<file path="src/rtl/db_hrp_pkg.sv">
// shared constants of the handshake response parser
package db_hrp_pkg;

    localparam logic [5:0] FIXED_PART_LEN = 6'(4 + 4 + 4 + 1 + 23);

    localparam int CAP_CONNECT_DB_BIT = 3;
    localparam int CAP_SSL_BIT        = 11;

    localparam logic [3:0] KIND_HDR      = 4'd0;
    localparam logic [3:0] KIND_CAPS     = 4'd1;
    localparam logic [3:0] KIND_MAXPKT   = 4'd2;
    localparam logic [3:0] KIND_CHARSET  = 4'd3;
    localparam logic [3:0] KIND_RESERVED = 4'd4;
    localparam logic [3:0] KIND_USER     = 4'd5;
    localparam logic [3:0] KIND_USER_END = 4'd6;
    localparam logic [3:0] KIND_TOKLEN   = 4'd7;
    localparam logic [3:0] KIND_TOKEN    = 4'd8;
    localparam logic [3:0] KIND_DB       = 4'd9;
    localparam logic [3:0] KIND_DB_END   = 4'd10;
    localparam logic [3:0] KIND_IGNORED  = 4'd11;

    localparam logic [2:0] REG_USER_MAX_LEN = 3'd0;
    localparam logic [2:0] REG_DB_MAX_LEN   = 3'd4;

endpackage

</file>
<file path="src/rtl/db_handshake_response_parser_core.sv">
// handshake response parser: tags each packet byte and reports the packet summary
// a word accepted into the input register moves on into the result register once that is free
// throughput: one word per cycle while the result channel is not stalled, set by the
//   phase update between the input register and the result register
// reset (i_rst_n low, synchronous): both stages empty, parser back at the fixed header,
//   all running values zero, length limits back to 128
module db_handshake_response_parser_core (
    input  logic        i_clk,
    input  logic        i_rst_n,
    // input channel
    input  logic        i_in_valid,
    output logic        o_in_stall,
    input  logic [7:0]  i_data_byte,
    input  logic        i_last_byte,
    // result channel
    output logic        o_out_valid,
    input  logic        i_out_stall,
    output logic [3:0]  o_field_kind,
    output logic [7:0]  o_byte_echo,
    output logic        o_packet_done,
    output logic        o_parse_failed,
    output logic [31:0] o_capability_word,
    output logic [7:0]  o_charset_code,
    output logic [7:0]  o_user_name_len,
    output logic [7:0]  o_token_length,
    output logic [7:0]  o_db_length,
    output logic        o_ssl_capable,
    // configuration port
    input  logic        psel,
    input  logic        penable,
    input  logic        pwrite,
    input  logic [2:0]  paddr,
    input  logic [31:0] pwdata,
    output logic [31:0] prdata,
    output logic        pready
);

    // parse phases of one packet
    typedef enum logic [2:0] {
        PH_FIXED  = 3'd0,
        PH_USER   = 3'd1,
        PH_TOKLEN = 3'd2,
        PH_TOKEN  = 3'd3,
        PH_DB     = 3'd4,
        PH_TAIL   = 3'd5
    } t_phase;

    // configuration registers
    logic [7:0] r_user_max;
    logic [7:0] r_db_max;

    // input register
    logic       r_in_valid;
    logic [7:0] r_in_data;
    logic       r_in_last;

    // per-packet parser state
    t_phase      r_phase, n_phase;
    logic [5:0]  r_pos, n_pos;
    logic [31:0] r_caps, n_caps;
    logic [7:0]  r_charset, n_charset;
    logic [7:0]  r_user_cnt, n_user_cnt;
    logic [7:0]  r_tok_len, n_tok_len;
    logic [7:0]  r_tok_rem, n_tok_rem;
    logic [7:0]  r_db_cnt, n_db_cnt;
    logic        r_fail, n_fail;
    logic [3:0]  n_kind;
    logic [7:0]  tok_rem_dec;
    t_phase      after_token;

    // result register
    logic        r_out_valid;
    logic [3:0]  r_kind;
    logic [7:0]  r_echo;
    logic        r_done;
    logic        r_failed;
    logic [31:0] r_out_caps;
    logic [7:0]  r_out_charset;
    logic [7:0]  r_out_user;
    logic [7:0]  r_out_tok;
    logic [7:0]  r_out_db;

    logic out_free;
    logic fire;
    logic cfg_wr;

    // result register can take a word when empty or being drained
    assign out_free   = !r_out_valid || !i_out_stall;
    assign fire       = r_in_valid && out_free;
    // input register only holds back when it is full and cannot move on
    assign o_in_stall = r_in_valid && !out_free;

    // apb: zero wait states, register picked by address bit 2
    assign pready = 1'b1;
    assign cfg_wr = psel && penable && pwrite;
    assign prdata = {24'd0, paddr[2] ? r_db_max : r_user_max};

    always_ff @(posedge i_clk) begin
        if (!i_rst_n) begin
            r_user_max <= 8'd128;
            r_db_max   <= 8'd128;
        end else if (cfg_wr) begin
            if (paddr[2]) begin
                r_db_max <= pwdata[7:0];
            end else begin
                r_user_max <= pwdata[7:0];
            end
        end
    end

    // input stage
    always_ff @(posedge i_clk) begin
        if (!i_rst_n) begin
            r_in_valid <= 1'b0;
        end else if (!o_in_stall) begin
            r_in_valid <= i_in_valid;
        end
        if (!o_in_stall && i_in_valid) begin
            r_in_data <= i_data_byte;
            r_in_last <= i_last_byte;
        end
    end

    // token length counted down; a zero length means no token bytes follow
    assign tok_rem_dec = r_tok_rem - 8'd1;
    assign after_token = r_caps[db_hrp_pkg::CAP_CONNECT_DB_BIT] ? PH_DB : PH_TAIL;

    // phase logic for the word in the input register
    always_comb begin
        n_phase    = r_phase;
        n_pos      = r_pos;
        n_caps     = r_caps;
        n_charset  = r_charset;
        n_user_cnt = r_user_cnt;
        n_tok_len  = r_tok_len;
        n_tok_rem  = r_tok_rem;
        n_db_cnt   = r_db_cnt;
        n_fail     = r_fail;
        n_kind     = db_hrp_pkg::KIND_IGNORED;
        case (r_phase)
            PH_FIXED: begin
                if (r_pos < 6'd4) begin
                    n_kind = db_hrp_pkg::KIND_HDR;
                end else if (r_pos < 6'd8) begin
                    // little-endian capability word, first byte restarts it
                    n_kind = db_hrp_pkg::KIND_CAPS;
                    if (r_pos == 6'd4) begin
                        n_caps = {24'd0, r_in_data};
                    end else begin
                        n_caps = r_caps | ({24'd0, r_in_data} << {r_pos[1:0], 3'b000});
                    end
                end else if (r_pos < 6'd12) begin
                    n_kind = db_hrp_pkg::KIND_MAXPKT;
                end else if (r_pos == 6'd12) begin
                    n_kind    = db_hrp_pkg::KIND_CHARSET;
                    n_charset = r_in_data;
                end else begin
                    n_kind = db_hrp_pkg::KIND_RESERVED;
                end
                if (r_pos >= db_hrp_pkg::FIXED_PART_LEN - 6'd1) begin
                    n_phase = PH_USER;
                end else begin
                    // packet ended inside the fixed part
                    n_pos = r_pos + 6'd1;
                    if (r_in_last) begin
                        n_fail = 1'b1;
                    end
                end
            end
            PH_USER: begin
                if (r_in_data != 8'd0) begin
                    n_kind = db_hrp_pkg::KIND_USER;
                    if (r_user_cnt >= r_user_max || r_in_last) begin
                        n_fail = 1'b1;
                    end
                    if (r_user_cnt != 8'hFF) begin
                        n_user_cnt = r_user_cnt + 8'd1;
                    end
                end else begin
                    n_kind  = db_hrp_pkg::KIND_USER_END;
                    n_phase = PH_TOKLEN;
                end
            end
            PH_TOKLEN: begin
                n_kind    = db_hrp_pkg::KIND_TOKLEN;
                n_tok_len = r_in_data;
                n_tok_rem = r_in_data;
                if (r_in_data == 8'd0) begin
                    n_phase = after_token;
                end else begin
                    n_phase = PH_TOKEN;
                    if (r_in_last) begin
                        n_fail = 1'b1;
                    end
                end
            end
            PH_TOKEN: begin
                n_kind    = db_hrp_pkg::KIND_TOKEN;
                n_tok_rem = tok_rem_dec;
                if (tok_rem_dec == 8'd0) begin
                    n_phase = after_token;
                end else if (r_in_last) begin
                    n_fail = 1'b1;
                end
            end
            PH_DB: begin
                if (r_in_data != 8'd0) begin
                    n_kind = db_hrp_pkg::KIND_DB;
                    if (r_db_cnt >= r_db_max || r_in_last) begin
                        n_fail = 1'b1;
                    end
                    if (r_db_cnt != 8'hFF) begin
                        n_db_cnt = r_db_cnt + 8'd1;
                    end
                end else begin
                    n_kind  = db_hrp_pkg::KIND_DB_END;
                    n_phase = PH_TAIL;
                end
            end
            default: begin
                // trailing bytes, and any code that means nothing
                n_kind  = db_hrp_pkg::KIND_IGNORED;
                n_phase = PH_TAIL;
            end
        endcase
    end

    // parser state and result register: the state moves as the word enters
    // the result register and is cleared after the last word of a packet;
    // the result carries running values after this word
    always_ff @(posedge i_clk) begin
        if (!i_rst_n) begin
            r_phase     <= PH_FIXED;
            r_pos       <= 6'd0;
            r_caps      <= 32'd0;
            r_charset   <= 8'd0;
            r_user_cnt  <= 8'd0;
            r_tok_len   <= 8'd0;
            r_tok_rem   <= 8'd0;
            r_db_cnt    <= 8'd0;
            r_fail      <= 1'b0;
            r_out_valid <= 1'b0;
        end else begin
            if (out_free) begin
                r_out_valid <= r_in_valid;
            end
            if (fire && r_in_last) begin
                r_phase    <= PH_FIXED;
                r_pos      <= 6'd0;
                r_caps     <= 32'd0;
                r_charset  <= 8'd0;
                r_user_cnt <= 8'd0;
                r_tok_len  <= 8'd0;
                r_tok_rem  <= 8'd0;
                r_db_cnt   <= 8'd0;
                r_fail     <= 1'b0;
            end else if (fire) begin
                r_phase    <= n_phase;
                r_pos      <= n_pos;
                r_caps     <= n_caps;
                r_charset  <= n_charset;
                r_user_cnt <= n_user_cnt;
                r_tok_len  <= n_tok_len;
                r_tok_rem  <= n_tok_rem;
                r_db_cnt   <= n_db_cnt;
                r_fail     <= n_fail;
            end
        end
        if (fire) begin
            r_kind        <= n_kind;
            r_echo        <= r_in_data;
            r_done        <= r_in_last;
            r_failed      <= r_in_last && n_fail;
            r_out_caps    <= n_caps;
            r_out_charset <= n_charset;
            r_out_user    <= n_user_cnt;
            r_out_tok     <= n_tok_len;
            r_out_db      <= n_db_cnt;
        end
    end

    assign o_out_valid       = r_out_valid;
    assign o_field_kind      = r_kind;
    assign o_byte_echo       = r_echo;
    assign o_packet_done     = r_done;
    assign o_parse_failed    = r_failed;
    assign o_capability_word = r_out_caps;
    assign o_charset_code    = r_out_charset;
    assign o_user_name_len   = r_out_user;
    assign o_token_length    = r_out_tok;
    assign o_db_length       = r_out_db;
    assign o_ssl_capable     = r_out_caps[db_hrp_pkg::CAP_SSL_BIT];

endmodule

</file>
<file path="config.mk">
export PLATFORM = sky130hd
export DESIGN_NAME = db_handshake_response_parser_core
export DESIGN_NICKNAME = d
export VERILOG_FILES = /design/src/rtl/db_hrp_pkg.sv /design/src/rtl/db_handshake_response_parser_core.sv
export SDC_FILE = /design/constraint.sdc
export NUM_CORES = 1
export LEC_CHECK = 0
export BUFFER_PORTS_ARGS = -buffer_cell sky130_fd_sc_hd__buf_2
export CAP_MARGIN = 20
export CORE_UTILIZATION = 35
export DETAILED_ROUTE_END_ITERATION = 7
export SLEW_MARGIN = 20
export SYNTH_ARGS = -nofsm -noshare
export SYNTH_HDL_FRONTEND = slang
export SYNTH_SLANG_ARGS = --single-unit
</file>
<file path="constraint.sdc">
create_clock -name i_clk -period 9.94 [get_ports i_clk]
set_clock_uncertainty 0.15 [all_clocks]
set_input_delay 0.994 -clock i_clk [delete_from_list [all_inputs] [get_ports i_clk]]
set_output_delay 0.994 -clock i_clk [all_outputs]
set_load 0.03 [all_outputs]
</file>
# After elaboration in Yosys (flattened, before gate mapping)
# Cells that the tools add are included.
# classes
n_addsub	4
n_mul	0
div_mod_pow	0
n_lt_le_gt_ge	6
n_eq_ne	12
shifts	1
mux	41
n_bitwise	4
reduce_logical	25
# op_table
cell	count
32-bit 2-to-1 mux	4
8-bit 2-to-1 mux	13
32-bit OR	1
8-bit by 5-bit left shift with 32-bit output	1
3-bit 2-to-1 mux	9
4-bit one-hot mux with 5 select lines	1
8-bit by 1-bit adder with 8-bit output, second input constant	2
8-bit greater-or-equal comparator	2
8-bit logical NOT	2
8-bit != test, second input constant	2
8-bit one-hot mux with 2 select lines	1
3-bit one-hot mux with 5 select lines	1
6-bit by 4-bit less-than comparator with 1-bit output, second input constant	2
1-bit 2-to-1 mux	9
2-bit != test, second input constant	4
8-bit nonzero test	1
8-bit by 1-bit subtractor with 8-bit output, second input constant	1
1-bit logical AND	7
6-bit by 1-bit adder with 6-bit output, second input constant	1
3-bit by 2-bit == test with 1-bit output, second input constant	2
6-bit by 3-bit == test with 1-bit output, second input constant	1
6-bit by 4-bit == test with 1-bit output, second input constant	1
6-bit greater-or-equal comparator, second input constant	1
6-bit by 3-bit less-than comparator with 1-bit output, second input constant	1
13 further kinds	23
# totals
reg_bits	187
latch_bits	0
mem_bits_rw	0
mem_bits_ro	0
inputBits	51
out_inout_bits	114
word_cells	117
memories	0

# Longest topological paths before layout
# logic_depth
word_depth	6
mapped_depth	8

# Worst setup path after synthesis
# OpenSTA, ideal clock, no wires.
# synth_timing
path_kind	input to register
start	input i_out_stall
end	register r_echo[0], in the netlist o_byte_echo[0] (enable)
setup_ns	0.473
arrival_ns	3.637
path_slack_ns	5.680
cell_stages	3
n_path_buf	1
path_cell_list	a21bo_2 -> inv_2 -> clkbuf_1
# synth_between
elab_chain_len	3
# synth_lines
element	line_no	source
start, declared	db_handshake_response_parser_core.sv:17	input logic i_out_stall,
1-bit logical NOT	db_handshake_response_parser_core.sv:88	assign out_free = !r_out_valid || !i_out_stall;
1-bit logical OR	db_handshake_response_parser_core.sv:88	
1-bit logical AND	db_handshake_response_parser_core.sv:89	assign fire = r_in_valid && out_free;
via fire	db_handshake_response_parser_core.sv:84	logic fire;
end signal, assigned	db_handshake_response_parser_core.sv:271	r_echo <= r_in_data;
end, declared	db_handshake_response_parser_core.sv:74	logic [7:0] r_echo;
# The timed path passes the listed nets, and every way through them passes these cells.
# A chain may end at the register's enable or synchronous reset.

# Worst setup path in the final report
# layout_timing
start	input i_out_stall
end	register r_fail
# layout_between
elab_chain_len	5
# layout_lines
element	line_no	source
1-bit logical NOT (*)	db_handshake_response_parser_core.sv:88	
1-bit logical OR (*)	db_handshake_response_parser_core.sv:88	
1-bit logical AND (*)	db_handshake_response_parser_core.sv:89	
1-bit logical AND	db_handshake_response_parser_core.sv:247	if (fire && r_in_last) begin
2-bit OR reduction (no source line)	--	
end signal, assigned	db_handshake_response_parser_core.sv:266	r_fail <= n_fail;
end, declared	db_handshake_response_parser_core.sv:66	logic r_fail, n_fail;
# Mark *: on every way between the ends. The rest lies on a longest branch, timed or not.

==> flow_summary.toml <==
[status]
outcome = "finished clean"

[synthesis]
synthArstFlopShare_pct = 0
synth_largest_area_cell = "edfxtp_1"
synth_top_cells_by_area = "edfxtp_1, dfxtp_1, nor2_1"
synth-seq-area-share_pct = 54.9
synthFlopType = "dfxtp_1"
syn_area_per_cell_sq_um = 10.2
yosysMostFrequentCell = "nor2_1"
synth_edf_count = 87
postSynthCellCount = 824
ys_warn_count = 0
ys_ff_latch = 187
yosys.cell_types.count = 66
synth.top_cell.area_share_pct = 31.1
synth_common_cells = "nor2_1, dfxtp_1, edfxtp_1"
netlist_area_sq_um = 8400

[sta]
timing.hold.ws_ns = 0.305
min_period_over_period_pct = 35.5
drv_slew = 0
rsz0062_at_grt = "no"
slew_headroom_pct = 38.0
fmax_mhz = 283
tightest_slew_ns = 0.929
tns_ns = 0
setup_viol = 0
final-hold-violation-count = 0
layout_min_cycle_time_ns = 3.53

[run]
drv_cap = 0

[finish]
fillCellCount = 2310
instances_no_fill = 1249
diodes = 0
drive_gt1_share_pct = 20.1
nets = 990
syn2layout_area_growth_pct = 16.0

[power]
power_w = 0.00166
power.density_nw_per_um2 = 170
ir_drop_uv = 98.8
p_leak_nw = 3.81

[detailed_routing]
ant_nets = 0
routed_wl_microns = 19300
drc = 0
wl_per_cell_microns = 15.5
drtIter0Drc = 479
drt_pre_antenna_iters = 5
vias_per_cell = 4.93
vias = 6163

[min_path]
min_from = "r_tok_len[5]"
hold_path.class = "reg -> reg"
worstHoldEndpoint = "r_tok_len[5]"
hold_path_depth = 2

[clock_network]
ctsResizeCount = 0
clk_latency_ns = 0.44
clk_pin_slew_worst_paths_ns = 0.07
root_buffer = "clkbuf_16"
cts_setup_buffers = 0
cts_buffers = 17
clock_sinks = 187
cts_hold_buf = 0
cts_tree = "done"
cts-htree-levels = 4
cts.path.max_buffers = 2

[critical_path]
rrSetupSlack_ns = 6.70
start_kind = "primary input"
r2r_cells = 7
worst_ep_required_time_ns = 10.12
critPathArrivalTime_ns = 3.71
critPathKind = "in -> reg"
r2r-end = "r_fail"
timing.rr.start = "o_out_valid"
crit_fanout = 49
cp-end-kind = "flop"

[floorplan]
core_sq_um = 23500
rows = 56
start_util_pct = 35.7
dieArea_sq_um = 24600
io_pins = 165
die_h_microns = 157
dieWidth_microns = 157

[global_route]
grt-ovfl-total = 0
grt_pass1_vias = 5750
antenna_found_initial = 1
grt_pass1_wl_microns = 30700
grt_use_total_pct = 16.2
grt_max_degree = 55

[placed_design]
io_buffers = 113
gp_congestion = 0.787
placedCellCount = 1217
dp_hpwl_microns = 12200
[through the flow]
stage	worst slack [ns]	utilization, %	area, sq um
2_1_floorplan	5.68	-	8490
3_3_place_gp	5.94	38.8	9140
3_5_place_dp	5.91	38.8	9140
4_1_cts	6.36	41.4	9750
5_1_grt	6.08	41.4	9750
6_report	6.41	41.4	9750
[report_power, final]
group	internal, W	switching [W]	total (W)
clock network	0.000365	0.000336	0.000701
logic	0.0000276	0.0000842	0.000112
registers	0.000825	0.0000188	0.000844
[cell usage in the layout (no fill, tap or decap), drive strengths merged, types with 9 or more instances in the layout]
cell and n:
clkbuf 17, a21oi 76, nand2 84, nand3 11
nand2b 16, mux2i 10, edfxtp 87, ha 22
xnor2 19, a22o 9, a21boi 14, o21ai 27
inv 37, nor3 15, buf 119, mux2 22
nor2 106, dfxtp 100, conb 25, o211a 9
[worst max-delay path by stage]
stage / startpoint / endpoint / depth (start not counted)
final: i_out_stall / r_fail / 8
after global routing: i_out_stall / r_fail / 8
after CTS: i_out_stall / r_fail / 8
after detailed placement: i_out_stall / r_phase[2] / 9
after global placement: i_out_stall / r_phase[2] / 9
after floorplan: i_out_stall / o_byte_echo[0] / 3
[critical path, cell delays in order]
cell and delay, ns:
buf_2 0.10, a21bo_2 0.12, buf_4 0.46, clkinv_2 0.71
nand2_1 0.27, nand2_1 0.32, buf_4 0.40, a311oi_1 0.29
[final cells by class]
cell class	count	area [sq um]	area share [%]
repair buffers	119	611	6.27
multi-input cells	566	3420	35.1
flip-flops and latches	187	4610	47.3
clock inverters	15	180	1.85
well taps	319	399	4.10
clock buffers	17	425	4.37
inverters	26	98.8	1.01
[routing by layer]
layer	up-vias	global-route usage, %	share of wire, %	routed length [microns]
met5	-	0	0	0
met2	156	26.2	47	9030
met1	2930	22.1	48	9300
met3	12	3.08	4.2	811
li1	3065	-	-	-
met4	0	4.44	0.85	164
[cell families (layout without fill, tap and decap cells)]
logic type               Yosys count  in the layout  share of synthesized area (%)
multiplexers                      32             32                           4.14
XOR/XNOR                          24             24                           2.50
AO/OA/AOI/OAI                    178            178                           13.5
AND/OR/NAND/NOR                  285            285                           16.1
flip-flops                       187            187                           54.9
buffers and inverters             94            177                           5.45
other                              2             25                         0.0894
adder cells (fa/ha/maj)           22             22                           3.28
Power figures use the tool's default switching activity.
